File: config.mk
export PLATFORM = sky130hd
export DESIGN_NAME = packet_interval_generator_top
export DESIGN_NICKNAME = d
export VERILOG_FILES = /design/src/hdl/pig_pkg.sv /design/src/hdl/packet_interval_generator_top.sv /design/src/hdl/pig_cfg.sv /design/src/hdl/pig_front.sv /design/src/hdl/pig_back.sv
export SDC_FILE = /design/constraint.sdc
export NUM_CORES = 2
export LEC_CHECK = 0
export BUFFER_PORTS_ARGS = -buffer_cell sky130_fd_sc_hd__buf_4
export CAP_MARGIN = 30
export CORE_UTILIZATION = 38
export DETAILED_ROUTE_END_ITERATION = 10
export SYNTH_ARGS = -nofsm -noshare
export SYNTH_HDL_FRONTEND = slang
export SYNTH_SLANG_ARGS = --single-unit
File: constraint.sdc
create_clock -name clk -period 15.5 [get_ports clk]
set_input_delay 3.875 -clock clk [delete_from_list [all_inputs] [get_ports clk]]
set_output_delay 3.875 -clock clk [all_outputs]
set_load 0.05 [all_outputs]
File: src/hdl/pig_pkg.sv
// ----------------------------------------------------------------------------
// pig_pkg
// Types and constants shared by the packet interval generator modules.
// ----------------------------------------------------------------------------
package pig_pkg;

	localparam int unsigned MODE_W  = 2;
	localparam int unsigned DRAW_W  = 16;
	localparam int unsigned NOW_W   = 32;
	localparam int unsigned PI_W    = 32;
	localparam int unsigned JHW_W   = 30;
	localparam int unsigned BURST_W = 31;
	localparam int unsigned OUT_W   = 33;
	localparam int unsigned MUL_A_W = 31;
	localparam int unsigned PROD_W  = MUL_A_W + DRAW_W;

	localparam int unsigned CFG_IDX_W  = 3;
	localparam int unsigned CFG_DATA_W = 32;
	localparam int unsigned IN_TDATA_W = 4 * DRAW_W + NOW_W;
	localparam int unsigned OUT_TDATA_W = ((OUT_W + 7) / 8) * 8;

	localparam int unsigned QDEPTH = 2;
	localparam int unsigned QAW    = 1;
	localparam int unsigned QCW    = $clog2(QDEPTH + 1);

	localparam logic [MODE_W-1:0] MODE_PERIODIC = 2'd0;
	localparam logic [MODE_W-1:0] MODE_POISSON  = 2'd1;
	localparam logic [MODE_W-1:0] MODE_JITTER   = 2'd2;
	localparam logic [MODE_W-1:0] MODE_BURST    = 2'd3;

	localparam int unsigned FLAG_RANDOM_GAP = 0;
	localparam int unsigned FLAG_EXP_LENGTH = 1;

	localparam logic [CFG_IDX_W-1:0] REG_PATTERN_MODE    = 3'd0;
	localparam logic [CFG_IDX_W-1:0] REG_INNER_MODE      = 3'd1;
	localparam logic [CFG_IDX_W-1:0] REG_BURST_FLAGS     = 3'd2;
	localparam logic [CFG_IDX_W-1:0] REG_PACKET_INTERVAL = 3'd3;
	localparam logic [CFG_IDX_W-1:0] REG_JITTER_HW       = 3'd4;
	localparam logic [CFG_IDX_W-1:0] REG_BURST_GAP       = 3'd5;
	localparam logic [CFG_IDX_W-1:0] REG_BURST_LENGTH    = 3'd6;

	localparam logic [PI_W-1:0]    RST_PACKET_INTERVAL = 32'd1000;
	localparam logic [BURST_W-1:0] RST_BURST_GAP       = 31'd1000000;
	localparam logic [BURST_W-1:0] RST_BURST_LENGTH    = 31'd100000;

	typedef struct packed {
		logic [MODE_W-1:0]  pattern_mode;
		logic [MODE_W-1:0]  inner_mode;
		logic [1:0]         burst_flags;
		logic [PI_W-1:0]    packet_interval;
		logic [BURST_W-1:0] burst_gap;
		logic [BURST_W-1:0] burst_length;
		logic [JHW_W-1:0]   jitter_hw;
		logic [PI_W-1:0]    jitter_lo;
	} cfg_t;

	typedef struct packed {
		logic               burst;
		logic [MODE_W-1:0]  mode;
		logic [DRAW_W-1:0]  exp_draw_packet;
		logic [DRAW_W-1:0]  exp_draw_gap;
		logic [DRAW_W-1:0]  exp_draw_length;
		logic [DRAW_W-1:0]  uniform_draw;
		logic [NOW_W-1:0]   now_us;
	} item_t;

endpackage

File: src/hdl/packet_interval_generator_top.sv
// ----------------------------------------------------------------------------
// packet_interval_generator_top
// Generates the next inter-packet interval for each request.
// ----------------------------------------------------------------------------
// Each request transfer yields one result transfer carrying the next interval in
// microseconds (-1 when paused) and a flag that marks the start of a burst. The
// back end runs a request's Poisson or jitter product, the burst gap product and
// the burst length product through one shared multiplier in turn, and takes the
// next request only once the last one is through. A two-entry request queue and
// a registered result let the input and output sides stall independently.
// Configuration writes are taken every cycle and must only be made while no
// request is pending.
module packet_interval_generator_top #(
	parameter int unsigned TIME_BITS      = 32,
	parameter int unsigned DRAW_FRAC_BITS = 12
) (
	input  logic                               clk,
	input  logic                               arst_n,
	input  logic                               s_axis_tvalid,
	output logic                               s_axis_tready,
	// exp_draw_packet, exp_draw_gap, exp_draw_length, uniform_draw, now_us
	input  logic [pig_pkg::IN_TDATA_W-1:0]     s_axis_tdata,
	output logic                               m_axis_tvalid,
	input  logic                               m_axis_tready,
	// interval_us, zero padding
	output logic [pig_pkg::OUT_TDATA_W-1:0]    m_axis_tdata,
	// burst_started
	output logic                               m_axis_tuser,
	input  logic                               cfg_valid,
	output logic                               cfg_ready,
	input  logic [pig_pkg::CFG_IDX_W-1:0]      cfg_index,
	input  logic [pig_pkg::CFG_DATA_W-1:0]     cfg_data
);

	pig_pkg::cfg_t                  cfg;
	logic                           q_valid;
	pig_pkg::item_t                 q_item;
	logic                           q_pop;
	logic [pig_pkg::OUT_W-1:0]      interval_us;

	pig_cfg u_cfg (
		.clk       (clk),
		.arst_n    (arst_n),
		.cfg_valid (cfg_valid),
		.cfg_ready (cfg_ready),
		.cfg_index (cfg_index),
		.cfg_data  (cfg_data),
		.cfg       (cfg)
	);

	pig_front u_front (
		.clk           (clk),
		.arst_n        (arst_n),
		.cfg           (cfg),
		.s_axis_tvalid (s_axis_tvalid),
		.s_axis_tready (s_axis_tready),
		.s_axis_tdata  (s_axis_tdata),
		.q_valid       (q_valid),
		.q_item        (q_item),
		.q_pop         (q_pop)
	);

	pig_back #(
		.TIME_BITS      (TIME_BITS),
		.DRAW_FRAC_BITS (DRAW_FRAC_BITS)
	) u_back (
		.clk          (clk),
		.arst_n       (arst_n),
		.cfg          (cfg),
		.q_valid      (q_valid),
		.q_item       (q_item),
		.q_pop        (q_pop),
		.out_valid    (m_axis_tvalid),
		.out_ready    (m_axis_tready),
		.out_interval (interval_us),
		.out_started  (m_axis_tuser)
	);

	assign m_axis_tdata = pig_pkg::OUT_TDATA_W'(interval_us);

endmodule

File: src/hdl/pig_cfg.sv
// ----------------------------------------------------------------------------
// pig_cfg
// Configuration registers and the jitter bounds derived from them.
// ----------------------------------------------------------------------------
module pig_cfg (
	input  logic                               clk,
	input  logic                               arst_n,
	input  logic                               cfg_valid,
	output logic                               cfg_ready,
	input  logic [pig_pkg::CFG_IDX_W-1:0]      cfg_index,
	input  logic [pig_pkg::CFG_DATA_W-1:0]     cfg_data,
	output pig_pkg::cfg_t                      cfg
);

	logic [pig_pkg::MODE_W-1:0]  pattern_mode_q;
	logic [pig_pkg::MODE_W-1:0]  inner_mode_q;
	logic [1:0]                  burst_flags_q;
	logic [pig_pkg::PI_W-1:0]    packet_interval_q;
	logic [pig_pkg::JHW_W-1:0]   jitter_hw_q;
	logic [pig_pkg::BURST_W-1:0] burst_gap_q;
	logic [pig_pkg::BURST_W-1:0] burst_length_q;
	logic [pig_pkg::JHW_W-1:0]   jitter_eff_q;
	logic [pig_pkg::PI_W-1:0]    jitter_lo_q;

	logic [pig_pkg::PI_W-2:0]    half_mean;
	logic [pig_pkg::JHW_W-1:0]   jitter_eff;

	assign cfg_ready = 1'b1;

	always_ff @(posedge clk or negedge arst_n) begin
		if (!arst_n) begin
			pattern_mode_q    <= pig_pkg::MODE_PERIODIC;
			inner_mode_q      <= pig_pkg::MODE_PERIODIC;
			burst_flags_q     <= 2'b00;
			packet_interval_q <= pig_pkg::RST_PACKET_INTERVAL;
			jitter_hw_q       <= '0;
			burst_gap_q       <= pig_pkg::RST_BURST_GAP;
			burst_length_q    <= pig_pkg::RST_BURST_LENGTH;
		end else if (cfg_valid && cfg_ready) begin
			case (cfg_index)
				pig_pkg::REG_PATTERN_MODE:    pattern_mode_q    <= cfg_data[pig_pkg::MODE_W-1:0];
				pig_pkg::REG_INNER_MODE:      inner_mode_q      <= cfg_data[pig_pkg::MODE_W-1:0];
				pig_pkg::REG_BURST_FLAGS:     burst_flags_q     <= cfg_data[1:0];
				pig_pkg::REG_PACKET_INTERVAL: packet_interval_q <= cfg_data[pig_pkg::PI_W-1:0];
				pig_pkg::REG_JITTER_HW:       jitter_hw_q       <= cfg_data[pig_pkg::JHW_W-1:0];
				pig_pkg::REG_BURST_GAP:       burst_gap_q       <= cfg_data[pig_pkg::BURST_W-1:0];
				pig_pkg::REG_BURST_LENGTH:    burst_length_q    <= cfg_data[pig_pkg::BURST_W-1:0];
				default: ;
			endcase
		end
	end

	// The half-width is limited to half of the mean interval.
	assign half_mean  = packet_interval_q[pig_pkg::PI_W-1:1];
	assign jitter_eff = ({1'b0, jitter_hw_q} > half_mean) ? half_mean[pig_pkg::JHW_W-1:0]
	                                                      : jitter_hw_q;

	always_ff @(posedge clk) begin
		jitter_eff_q <= jitter_eff;
		jitter_lo_q  <= packet_interval_q - pig_pkg::PI_W'(jitter_eff);
	end

	always_comb begin
		cfg.pattern_mode    = pattern_mode_q;
		cfg.inner_mode      = inner_mode_q;
		cfg.burst_flags     = burst_flags_q;
		cfg.packet_interval = packet_interval_q;
		cfg.burst_gap       = burst_gap_q;
		cfg.burst_length    = burst_length_q;
		cfg.jitter_hw       = jitter_eff_q;
		cfg.jitter_lo       = jitter_lo_q;
	end

endmodule

File: src/hdl/pig_front.sv
// ----------------------------------------------------------------------------
// pig_front
// Accepts requests, tags each with its pattern and queues it for the back end.
// ----------------------------------------------------------------------------
module pig_front (
	input  logic                               clk,
	input  logic                               arst_n,
	input  pig_pkg::cfg_t                      cfg,
	input  logic                               s_axis_tvalid,
	output logic                               s_axis_tready,
	input  logic [pig_pkg::IN_TDATA_W-1:0]     s_axis_tdata,
	output logic                               q_valid,
	output pig_pkg::item_t                     q_item,
	input  logic                               q_pop
);

	pig_pkg::item_t              entry_q [pig_pkg::QDEPTH];
	logic [pig_pkg::QAW-1:0]     wr_ptr_q;
	logic [pig_pkg::QAW-1:0]     rd_ptr_q;
	logic [pig_pkg::QCW-1:0]     count_q;
	pig_pkg::item_t              in_item;
	logic                        push;
	logic                        pop;

	always_comb begin
		in_item.burst           = (cfg.pattern_mode == pig_pkg::MODE_BURST);
		in_item.mode            = in_item.burst ? cfg.inner_mode : cfg.pattern_mode;
		in_item.exp_draw_packet = s_axis_tdata[15:0];
		in_item.exp_draw_gap    = s_axis_tdata[31:16];
		in_item.exp_draw_length = s_axis_tdata[47:32];
		in_item.uniform_draw    = s_axis_tdata[63:48];
		in_item.now_us          = s_axis_tdata[95:64];
	end

	assign s_axis_tready = (count_q != pig_pkg::QCW'(pig_pkg::QDEPTH));
	assign push          = s_axis_tvalid && s_axis_tready;
	assign q_valid       = (count_q != '0);
	assign pop           = q_pop && q_valid;
	assign q_item        = entry_q[rd_ptr_q];

	always_ff @(posedge clk) begin
		if (push) begin
			entry_q[wr_ptr_q] <= in_item;
		end
	end

	always_ff @(posedge clk or negedge arst_n) begin
		if (!arst_n) begin
			wr_ptr_q <= '0;
			rd_ptr_q <= '0;
			count_q  <= '0;
		end else begin
			if (push) begin
				wr_ptr_q <= wr_ptr_q + 1'b1;
			end
			if (pop) begin
				rd_ptr_q <= rd_ptr_q + 1'b1;
			end
			if (push && !pop) begin
				count_q <= count_q + 1'b1;
			end else if (pop && !push) begin
				count_q <= count_q - 1'b1;
			end
		end
	end

endmodule

File: src/hdl/pig_back.sv
// ----------------------------------------------------------------------------
// pig_back
// Four-step sequencer around one shared multiplier that computes the interval,
// keeps the jitter and burst state and holds the result register.
// ----------------------------------------------------------------------------
module pig_back #(
	parameter int unsigned TIME_BITS      = 32,
	parameter int unsigned DRAW_FRAC_BITS = 12
) (
	input  logic                               clk,
	input  logic                               arst_n,
	input  pig_pkg::cfg_t                      cfg,
	input  logic                               q_valid,
	input  pig_pkg::item_t                     q_item,
	output logic                               q_pop,
	output logic                               out_valid,
	input  logic                               out_ready,
	output logic [pig_pkg::OUT_W-1:0]          out_interval,
	output logic                               out_started
);

	localparam int unsigned TW = TIME_BITS;
	localparam int unsigned CW = (TIME_BITS > 32) ? TIME_BITS : 32;

	typedef enum logic [3:0] {
		ST_PKT  = 4'b0001,
		ST_GAP  = 4'b0010,
		ST_LEN  = 4'b0100,
		ST_DONE = 4'b1000
	} state_t;

	state_t                          state_q;
	pig_pkg::item_t                  item_q;
	logic [pig_pkg::PROD_W-1:0]      prod_q;
	logic [pig_pkg::OUT_W-1:0]       pk_q;
	logic [31:0]                     gap_q;
	logic                            done_q;
	logic                            timed_q;
	logic [31:0]                     rem_next_q;

	logic [pig_pkg::OUT_W-1:0]       carry_q;
	logic [31:0]                     rem_q;
	logic [31:0]                     dur_q;
	logic [TW-1:0]                   lst_q;
	logic                            lsv_q;

	logic                            out_valid_q;
	logic [pig_pkg::OUT_W-1:0]       out_interval_q;
	logic                            out_started_q;

	logic [pig_pkg::MUL_A_W-1:0]     mul_a;
	logic [pig_pkg::DRAW_W-1:0]      mul_b;
	logic [pig_pkg::PROD_W-1:0]      mul_p;

	logic                            pi_pos;
	logic [pig_pkg::OUT_W-1:0]       flat;
	logic [31:0]                     jit_pk;
	logic [34:0]                     jit_sum;
	logic [pig_pkg::OUT_W-1:0]       jit_res;
	logic [pig_pkg::OUT_W-1:0]       pk_inner;

	logic                            timed;
	logic [TW-1:0]                   now_m;
	logic [TW-1:0]                   base;
	logic [TW-1:0]                   delta;
	logic [31:0]                     dec;
	logic                            done;

	logic [31:0]                     dur_new;
	logic [32:0]                     bi_raw;
	logic [31:0]                     bi;
	logic [pig_pkg::OUT_W-1:0]       pk_fin;
	logic                            out_free;
	logic                            finish;

	function automatic logic [31:0] scale_sat(input logic [pig_pkg::PROD_W-1:0] p);
		logic [pig_pkg::PROD_W-1:0] sh;
		sh = p >> DRAW_FRAC_BITS;
		scale_sat = (|sh[pig_pkg::PROD_W-1:32]) ? 32'hFFFF_FFFF : sh[31:0];
	endfunction

	always_comb begin
		mul_a = '0;
		mul_b = '0;
		case (state_q)
			ST_PKT: begin
				if (q_item.mode == pig_pkg::MODE_JITTER) begin
					mul_a = {cfg.jitter_hw, 1'b0};
					mul_b = q_item.uniform_draw;
				end else begin
					mul_a = cfg.packet_interval[pig_pkg::MUL_A_W-1:0];
					mul_b = q_item.exp_draw_packet;
				end
			end
			ST_GAP: begin
				mul_a = cfg.burst_gap;
				mul_b = item_q.exp_draw_gap;
			end
			ST_LEN: begin
				mul_a = cfg.burst_length;
				mul_b = item_q.exp_draw_length;
			end
			default: ;
		endcase
	end

	assign mul_p = pig_pkg::PROD_W'(mul_a) * pig_pkg::PROD_W'(mul_b);

	// Interval of the base pattern. Any negative interval means paused.
	assign pi_pos  = !cfg.packet_interval[31] && (|cfg.packet_interval);
	assign flat    = cfg.packet_interval[31] ? '1 : {1'b0, cfg.packet_interval};
	assign jit_pk  = cfg.jitter_lo + 32'(prod_q[pig_pkg::PROD_W-1:16]);
	assign jit_sum = {3'b000, jit_pk} + {{2{carry_q[32]}}, carry_q};

	always_comb begin
		if (jit_sum[34]) begin
			jit_res = '0;
		end else if (|jit_sum[33:32]) begin
			jit_res = {1'b0, 32'hFFFF_FFFF};
		end else begin
			jit_res = {1'b0, jit_sum[31:0]};
		end
		case (item_q.mode)
			pig_pkg::MODE_POISSON: pk_inner = pi_pos ? {1'b0, scale_sat(prod_q)} : flat;
			pig_pkg::MODE_JITTER:  pk_inner = pi_pos ? jit_res : flat;
			default:               pk_inner = flat;
		endcase
	end

	// Burst on-time countdown, by elapsed time or by interval.
	assign timed = pk_q[32] || (pk_q == '0);
	assign now_m = TW'(item_q.now_us);
	assign base  = lsv_q ? lst_q : now_m;
	assign delta = now_m - base;
	assign done  = timed ? (CW'(rem_q) > CW'(delta)) : (rem_q > pk_q[31:0]);
	assign dec   = timed ? 32'(delta) : pk_q[31:0];

	// Start of the next burst.
	assign dur_new = cfg.burst_flags[pig_pkg::FLAG_EXP_LENGTH] ? scale_sat(prod_q)
	                                                           : {1'b0, cfg.burst_length};
	assign bi_raw  = (gap_q > dur_q) ? ({1'b0, gap_q} - {1'b0, dur_q} + {1'b0, rem_q})
	                                 : {1'b0, rem_q};
	assign bi      = bi_raw[32] ? 32'hFFFF_FFFF : bi_raw[31:0];

	always_comb begin
		if (!item_q.burst || done_q) begin
			pk_fin = pk_q;
		end else if (pk_q[32] || (bi > pk_q[31:0])) begin
			pk_fin = {1'b0, bi};
		end else begin
			pk_fin = pk_q;
		end
	end

	assign out_free = !out_valid_q || out_ready;
	assign finish   = (state_q == ST_DONE) && out_free;
	assign q_pop    = (state_q == ST_PKT) && q_valid;

	always_ff @(posedge clk) begin
		case (state_q)
			ST_PKT: begin
				if (q_valid) begin
					item_q <= q_item;
					prod_q <= mul_p;
				end
			end
			ST_GAP: begin
				pk_q   <= pk_inner;
				prod_q <= mul_p;
			end
			ST_LEN: begin
				gap_q      <= cfg.burst_flags[pig_pkg::FLAG_RANDOM_GAP] ? scale_sat(prod_q)
				                                                        : {1'b0, cfg.burst_gap};
				prod_q     <= mul_p;
				done_q     <= done;
				timed_q    <= timed;
				rem_next_q <= rem_q - dec;
			end
			default: ;
		endcase
		if (finish) begin
			out_interval_q <= pk_fin;
			out_started_q  <= item_q.burst && !done_q;
		end
	end

	always_ff @(posedge clk or negedge arst_n) begin
		if (!arst_n) begin
			state_q     <= ST_PKT;
			out_valid_q <= 1'b0;
			carry_q     <= '0;
			rem_q       <= 32'(pig_pkg::RST_BURST_LENGTH);
			dur_q       <= 32'(pig_pkg::RST_BURST_LENGTH);
			lst_q       <= '0;
			lsv_q       <= 1'b0;
		end else begin
			if (finish) begin
				out_valid_q <= 1'b1;
			end else if (out_valid_q && out_ready) begin
				out_valid_q <= 1'b0;
			end
			case (state_q)
				ST_PKT: begin
					if (q_valid) begin
						state_q <= ST_GAP;
					end
				end
				ST_GAP: begin
					if (item_q.mode == pig_pkg::MODE_JITTER) begin
						carry_q <= pi_pos ? ({1'b0, cfg.packet_interval} - {1'b0, jit_pk}) : '0;
					end
					state_q <= ST_LEN;
				end
				ST_LEN: begin
					state_q <= ST_DONE;
				end
				ST_DONE: begin
					if (out_free) begin
						state_q <= ST_PKT;
						if (item_q.burst) begin
							if (timed_q) begin
								lst_q <= now_m;
								lsv_q <= done_q;
							end
							if (done_q) begin
								rem_q <= rem_next_q;
							end else begin
								rem_q <= dur_new;
								dur_q <= dur_new;
							end
						end
					end
				end
				default: begin
					state_q <= ST_PKT;
				end
			endcase
		end
	end

	assign out_valid    = out_valid_q;
	assign out_interval = out_interval_q;
	assign out_started  = out_started_q;

endmodule
## Yosys cells after proc, flatten, opt, wreduce, memory -nomap -nowiden

Memories as Yosys holds them, arrays and structs flattened.
Index checks and enable logic that the tools add are counted.

| word-level totals | value |
|---|---|
| bits in registers | 578 |
| memory bits (writable) | 198 |
| memories | 1 |

| cells by class | value |
|---|---|
| $add $sub $neg | 12 |
| multipliers | 1 |
| order comparisons | 5 |
| equality and inequality tests | 17 |
| muxes and demuxes | 35 |
| bitwise gates (word level) | 1 |
| reduce and logical (&&, ||, !) cells | 43 |

Memory list:

| memory | depth | width | rd ports | clocked after memory_dff | write ports | RTL line | RTL |
|---|---|---|---|---|---|---|---|
| u_front.entry_q | 2 | 99 | 1 | 0 | 1 | pig_front.sv:17 | `pig_pkg::item_t entry_q [pig_pkg::QDEPTH];` |

Operators with widths:

| operator | count |
|---|---|
| 33-bit 2-to-1 mux | 8 |
| 32-bit 2-to-1 mux | 7 |
| 32-bit > comparator | 4 |
| 47-bit one-hot mux with 2 select lines | 1 |
| 31-bit one-hot mux with 3 select lines | 1 |
| 33-bit one-hot mux with 2 select lines | 1 |
| 32-bit by 32-bit subtractor with 33-bit output | 2 |
| 32-bit subtractor | 2 |
| 31-bit 2-to-1 mux | 2 |
| 16-bit one-hot mux with 3 select lines | 1 |
| 31-bit by 16-bit multiplier with 47-bit output | 1 |
| 47-bit 2-to-1 mux | 1 |
| 33-bit by 33-bit adder with 34-bit output | 1 |
| 33-bit by 32-bit adder with 33-bit output | 1 |
| 33-bit zero test | 1 |
| 32-bit by 31-bit adder with 32-bit output | 1 |
| 32-bit OR reduction | 1 |
| 32-bit by 30-bit subtractor with 32-bit output | 1 |
| 30-bit by 31-bit > comparator with 1-bit output | 1 |
| 30-bit 2-to-1 mux | 1 |
| 2-bit AND reduction | 11 |
| 16-bit 2-to-1 mux | 1 |
| 4-bit one-hot mux with 4 select lines | 1 |
| 3-bit == test (second input constant) | 3 |
| 26 further kinds | 59 |

## Logic depth before layout (Yosys ltp)

| depth | value |
|---|---|
| word-level depth | 8 |
| depth in mapped cells | 34 |
| gate-level depth less buffers | 30 |

## Modules after synthesis

From an unflattened synthesis, not the netlist that was laid out.

| unflattened totals | value |
|---|---|
| cell total of the unflattened synthesis | 6290 |
| area, all modules | 63031.7 um^2 |

Modules (own cells, without submodules):

| module | instances | cells each | area an instance (um^2) | sequential area each (um^2) |
|---|---|---|---|---|
| pig_back | 1 | 5108 | 45672.6 | 10451.3 |
| pig_cfg | 1 | 843 | 9436.6 | 4518.1 |
| pig_front | 1 | 331 | 7866.3 | 6045.8 |
| packet_interval_generator_top | 1 | 8 | 56.3 | 0.0 |

## Worst setup path after synthesis

OpenSTA, ideal clock, no wires.

| timing path | value |
|---|---|
| path type | flip-flop to flip-flop |
| start | register u_back.state_q[2] |
| end | register u_back.prod_q[46] in the netlist's numbering (data pin) |
| data arrival time | 9.743 ns |
| required time | 15.234 ns |
| setup slack | 5.491 ns |
| stages on the path, launching flop included | 31 |
| buffers on the path | 4 |
| clock period less this slack | 10.009 ns |
| cells stage by stage | dfrtp_1 clkbuf_1 nor2b_1 and2_1 clkbuf_1 clkbuf_1 buf_1 a22oi_1 o21ai_1 nand2_1 fa_1 inv_1 fa_1 fa_1 fa_1 fa_1 inv_1 fa_1 inv_1 ha_1 and4_1 and3_1 and2_1 nand3_1 o211a_1 a2111oi_2 o21ai_1 a211o_1 a31oi_4 and4_1 nor3_1 |

| between the ends | value |
|---|---|
| longest elaborated chain between the ends | 5 |

RTL lines:

| item | RTL line | RTL |
|---|---|---|
| start, declared | pig_back.sv:32 | `state_t state_q;` |
| start signal, assigned | pig_back.sv:189 | `state_q <= ST_PKT;` |
| start signal, assigned | pig_back.sv:205 | `state_q <= ST_GAP;` |
| start signal, assigned | pig_back.sv:212 | `state_q <= ST_LEN;` |
| 4-bit by 3-bit == test with 1-bit output (tied with other cells) | pig_back.sv:85 | `case (state_q)` |
| 31-bit one-hot mux with 3 select lines / 16-bit one-hot mux with 3 select lines (equally long branches) | pig_back.sv:85 |  |
| 31-bit by 16-bit multiplier with 47-bit output * | pig_back.sv:107 | `assign mul_p = pig_pkg::PROD_W'(mul_a) * pig_pkg::PROD_W'(mul_b);` |
| named net u_back.mul_p, one bit | pig_back.sv:53 | `logic [pig_pkg::PROD_W-1:0] mul_p;` |
| 47-bit 2-to-1 mux | pig_back.sv:162 | `if (q_valid) begin` |
| 47-bit one-hot mux with 2 select lines * | pig_back.sv:160 | `case (state_q)` |
| end signal, assigned | pig_back.sv:164 | `prod_q <= mul_p;` |
| end signal, assigned | pig_back.sv:169 | `prod_q <= mul_p;` |
| end signal, assigned | pig_back.sv:174 | `prod_q <= mul_p;` |
| end, declared | pig_back.sv:34 | `logic [pig_pkg::PROD_W-1:0] prod_q;` |

The timed path passes the listed nets; every way through them passes the cells marked *. The select of a mux whose other input is x is not followed.
A chain may end at the register's enable or synchronous reset.

## Worst setup path after layout

| timing path | value |
|---|---|
| start | register u_front.rd_ptr_q |
| end | register u_back.prod_q[46] in the netlist's numbering (data pin) |

| between the ends | value |
|---|---|
| longest elaborated chain between the ends | 7 |

RTL lines:

| item | RTL line | RTL |
|---|---|---|
| start, declared | pig_front.sv:19 | `logic [pig_pkg::QAW-1:0] rd_ptr_q;` |
| start signal, assigned | pig_front.sv:57 | `rd_ptr_q <= rd_ptr_q + 1'b1;` |
| memory read 2 x 99 bit * | - |  |
| 2-bit == test | pig_back.sv:87 | `if (q_item.mode == pig_pkg::MODE_JITTER) begin` |
| 31-bit 2-to-1 mux / 16-bit 2-to-1 mux (equally long branches) | pig_back.sv:87 |  |
| 31-bit one-hot mux with 3 select lines / 16-bit one-hot mux with 3 select lines (equally long branches) | pig_back.sv:85 |  |
| 31-bit by 16-bit multiplier with 47-bit output * | pig_back.sv:107 |  |
| named net u_back.mul_p, one bit | pig_back.sv:53 |  |
| 47-bit 2-to-1 mux | pig_back.sv:162 |  |
| 47-bit one-hot mux with 2 select lines * | pig_back.sv:160 |  |

Marks and branches as above.

==> flow_summary.json <==
{
  "status": "finished clean",
  "synth_edf_count": 433,
  "maxCapViolCount": 0,
  "hp-start": "u_back.lst_q[0]$_DFFE_PN0P_",
  "yosysWarnings": 0,
  "via_count": 45450,
  "cts-buffers-inserted": 88,
  "critPathKind": "reg2reg",
  "whs_ps": 480.3,
  "tightest_slew_ps": 1102,
  "finalMaxSlewViolations": 0,
  "fill_cells": 15120,
  "drive_gt1_frac": 0.1374,
  "tns_ps": 0,
  "start_kind": "register",
  "arrival_ps": 10330,
  "synth_area_per_cell_um2": 10.20,
  "grt_overflow": 0,
  "hp-class": "reg2reg",
  "dieWidth_um": 402.9,
  "dp.cells": 8104,
  "max_freq_mhz": 100.8,
  "rsz0062_at_grt": "false",
  "hold_buffers": 0,
  "initial_utilization": 0.3842,
  "post_cts_resized": 0,
  "grtUsageTotal": 0.2269,
  "fp.dieH_um": 402.9,
  "critPathLaunch": "u_front.rd_ptr_q$_DFFE_PN0P_",
  "instances_no_fill": 8274,
  "cts_tree": "done",
  "core_um2": 158900,
  "h-tree-depth": 3,
  "area_delta_synth_final_pct": 11.46,
  "gp_congestion": 0.9475,
  "totalWireLength_um": 185200,
  "viasPerCell": 5.493,
  "grt_max_degree": 144,
  "clkSinkCount": 764,
  "io-pin-count": 180,
  "async_flop_share": 0.3521,
  "worstPathRequired_ps": 15910,
  "cts.clk_slew.worst_paths_ps": 60,
  "maxSlewHeadroom": 0.2578,
  "num-nets-final": 7199,
  "first_pass_iters": 6,
  "wl_per_cell_um": 22.39,
  "ys_ff_latch": 764,
  "final-setup-viol-count": 0,
  "num_rows": 146,
  "synthDistinctLibCells": 83,
  "synth_flop_cell": "edfxtp_1",
  "fin_crit_sh": 0.6400,
  "grt_pass1_vias": 45830,
  "post_cts_buffers": 0,
  "cts_buffer_depth": 3,
  "synth-seq-area-share": 0.3442,
  "synth_cells": 5987,
  "grt_pass1_wl_um": 281400,
  "clk_latency_ps": 690,
  "critPathMaxFanout": 54,
  "first_iter_violations": 3231,
  "clock_skew_ps": 31.08,
  "antenna_found_initial": 16,
  "clockRootBuffer": "clkbuf_16",
  "end_kind": "register",
  "r2r_start": "u_front.rd_ptr_q$_DFFE_PN0P_",
  "ant_nets": 0,
  "hpwl_um": 144700,
  "period_needed_ps": 9921,
  "hold_viol": 0,
  "io_buffers": 171,
  "drc_errors": 0,
  "synth_area_um2": 61060,
  "dieArea_um2": 162300
}
## per-layer routing
| layer | part of all wire | track usage | up-vias |
|---|---|---|---|
| met1 | 0.44 | 0.3064 | 22600 |
| li1 | - | - | 20990 |
| met5 | 0.00036 | 0 | - |
| met3 | 0.063 | 0.03747 | 320 |
| met4 | 0.040 | 0.08338 | 10 |
| met2 | 0.46 | 0.3653 | 1533 |
## layout by cell type, fill, tap and decap left out, drive strengths merged, types with 55 or more instances in the layout
cell type,Yosys,routed
a211oi,55,55
inv,743,750
mux2,314,314
dfrtp,237,237
nor2,442,442
o21ai,281,281
fa,441,441
and2,58,58
xnor2,145,145
ha,497,497
a21oi,345,345
mux2i,94,94
a21o,191,191
dfxtp,62,62
o21a,86,86
edfxtp,433,433
buf,36,261
clkbuf,184,115
nand2,504,504
xor2,77,77
nor2b,58,58
## Yosys cell counts (all sizes together) (19+ instances only)
library cell	instances	area (µm²)
and3	30	187.7
xnor2	145	1270
o21a	86	645.6
nand4	48	300.3
clkbuf	184	690.7
a21oi	345	1727
inv	743	2789
dfrtp	237	5931
ha	497	6218
nor2b	58	362.9
and2	58	362.8
nand2b	45	281.5
o22a	31	271.5
dfstp	32	840.8
dfxtp	62	1241
nor4	32	206.5
nor2	442	1659
or2	40	250.2
a31oi	26	177.7
a221oi	27	236.5
o21ai	281	1406
edfxtp	433	13000
o21bai	29	217.7
buf	36	172.7
a211oi	55	412.9
xor2	77	674.4
nor3	45	225.2
fa	441	8828
nand2	504	1892
mux2i	94	940.9
a22oi	43	322.8
a21o	191	1434
mux2	314	3536
a22o	19	166.4
nand3	51	255.2
## logic make-up (layout without fill, tap and decap cells)
family,count (synthesis),count (layout),share of synthesized area
AND/OR/NAND/NOR,1414,1414,0.1058
flip-flops,764,764,0.3442
multiplexers,422,422,0.07848
buffers and inverters,963,1170,0.05981
XOR/XNOR,222,222,0.03184
adder cells (fa/ha/maj),938,938,0.2464
AO/OA/AOI/OAI,1262,1262,0.1333
other,2,10,0.0001230
## worst paths after layout
path                                                            to  slack, ps  depth (start not counted)
min in group asynchronous             u_back.lst_q[26]$_DFFE_PN0P_       3170                          1
hold reg to reg                        u_back.lst_q[0]$_DFFE_PN0P_        480                          2
hold / removal                         u_back.lst_q[0]$_DFFE_PN0P_        480                          2
setup / recovery                       u_back.prod_q[46]$_DFFE_PP_       5580                         27
setup reg to reg                       u_back.prod_q[46]$_DFFE_PP_       5580                         27
max in group asynchronous  u_cfg.packet_interval_q[26]$_DFFE_PN0P_      10880                          2
## through the flow
step,utilization,cell area [µm²],worst slack (ps)
2_1_floorplan,-,61080,5491
3_3_place_gp,0.4076,64770,5600
3_5_place_dp,0.4091,65020,5628
4_1_cts,0.4281,68030,5604
5_1_grt,0.4282,68060,5135
6_report,0.4282,68060,5579
## state kept, by name, summed over array words and instances, names as in the netlist, 4 cells and up
| name | cells |
|---|---|
| u_front.entry_q | 198 |
| u_back.item_q | 35 |
| u_back.prod_q | 35 |
| u_back.carry_q | 33 |
| u_back.out_interval | 33 |
| u_back.pk_q | 33 |
| u_back.dur_q | 32 |
| u_back.gap_q | 32 |
| u_back.lst_q | 32 |
| u_back.now_m | 32 |
| u_back.rem_next_q | 32 |
| u_back.rem_q | 32 |
| u_cfg.jitter_lo_q | 32 |
| u_cfg.packet_interval_q | 32 |
| u_cfg.burst_gap_q | 31 |
| u_cfg.burst_length_q | 31 |
| u_cfg.jitter_eff_q | 30 |
| u_cfg.jitter_hw_q | 30 |
| u_back.state_q | 4 |
## final cells by class
cell class,count,area (µm²),share of cell area
Multi-Input combinational cell,4266,36520,0.5366
Sequential cell,764,21020,0.3089
Inverter,743,2789,0.04098
Tap cell,2072,2592,0.03809
Clock buffer,114,2465,0.03622
Timing Repair Buffer,262,2113,0.03105
Clock inverter,51,550.5,0.008089
Antenna cell,2,5.005,0.00007353
## worst max-delay path: stages, from the launching register on
cell and delay [ps]:
dfrtp_4 760, nor3b_1 790, nor2_4 120, buf_4 330
mux2i_1 220, o21ai_1 850, nand2_1 190, fa_1 570
fa_1 520, fa_1 520, inv_1 60, fa_1 490
fa_1 490, inv_1 50, fa_1 480, inv_1 50
ha_1 360, and4_1 250, and3_1 210, o21ai_0 90
o21ai_0 520, nor3_1 180, a2111oi_2 470, o21ai_1 170
a211o_1 360, a31oi_4 240, and4_1 210, nor3_1 50
Power is left out: the tool's default activity adds up to more than one toggle a clock period on the data nets, which glitch-free logic cannot reach.
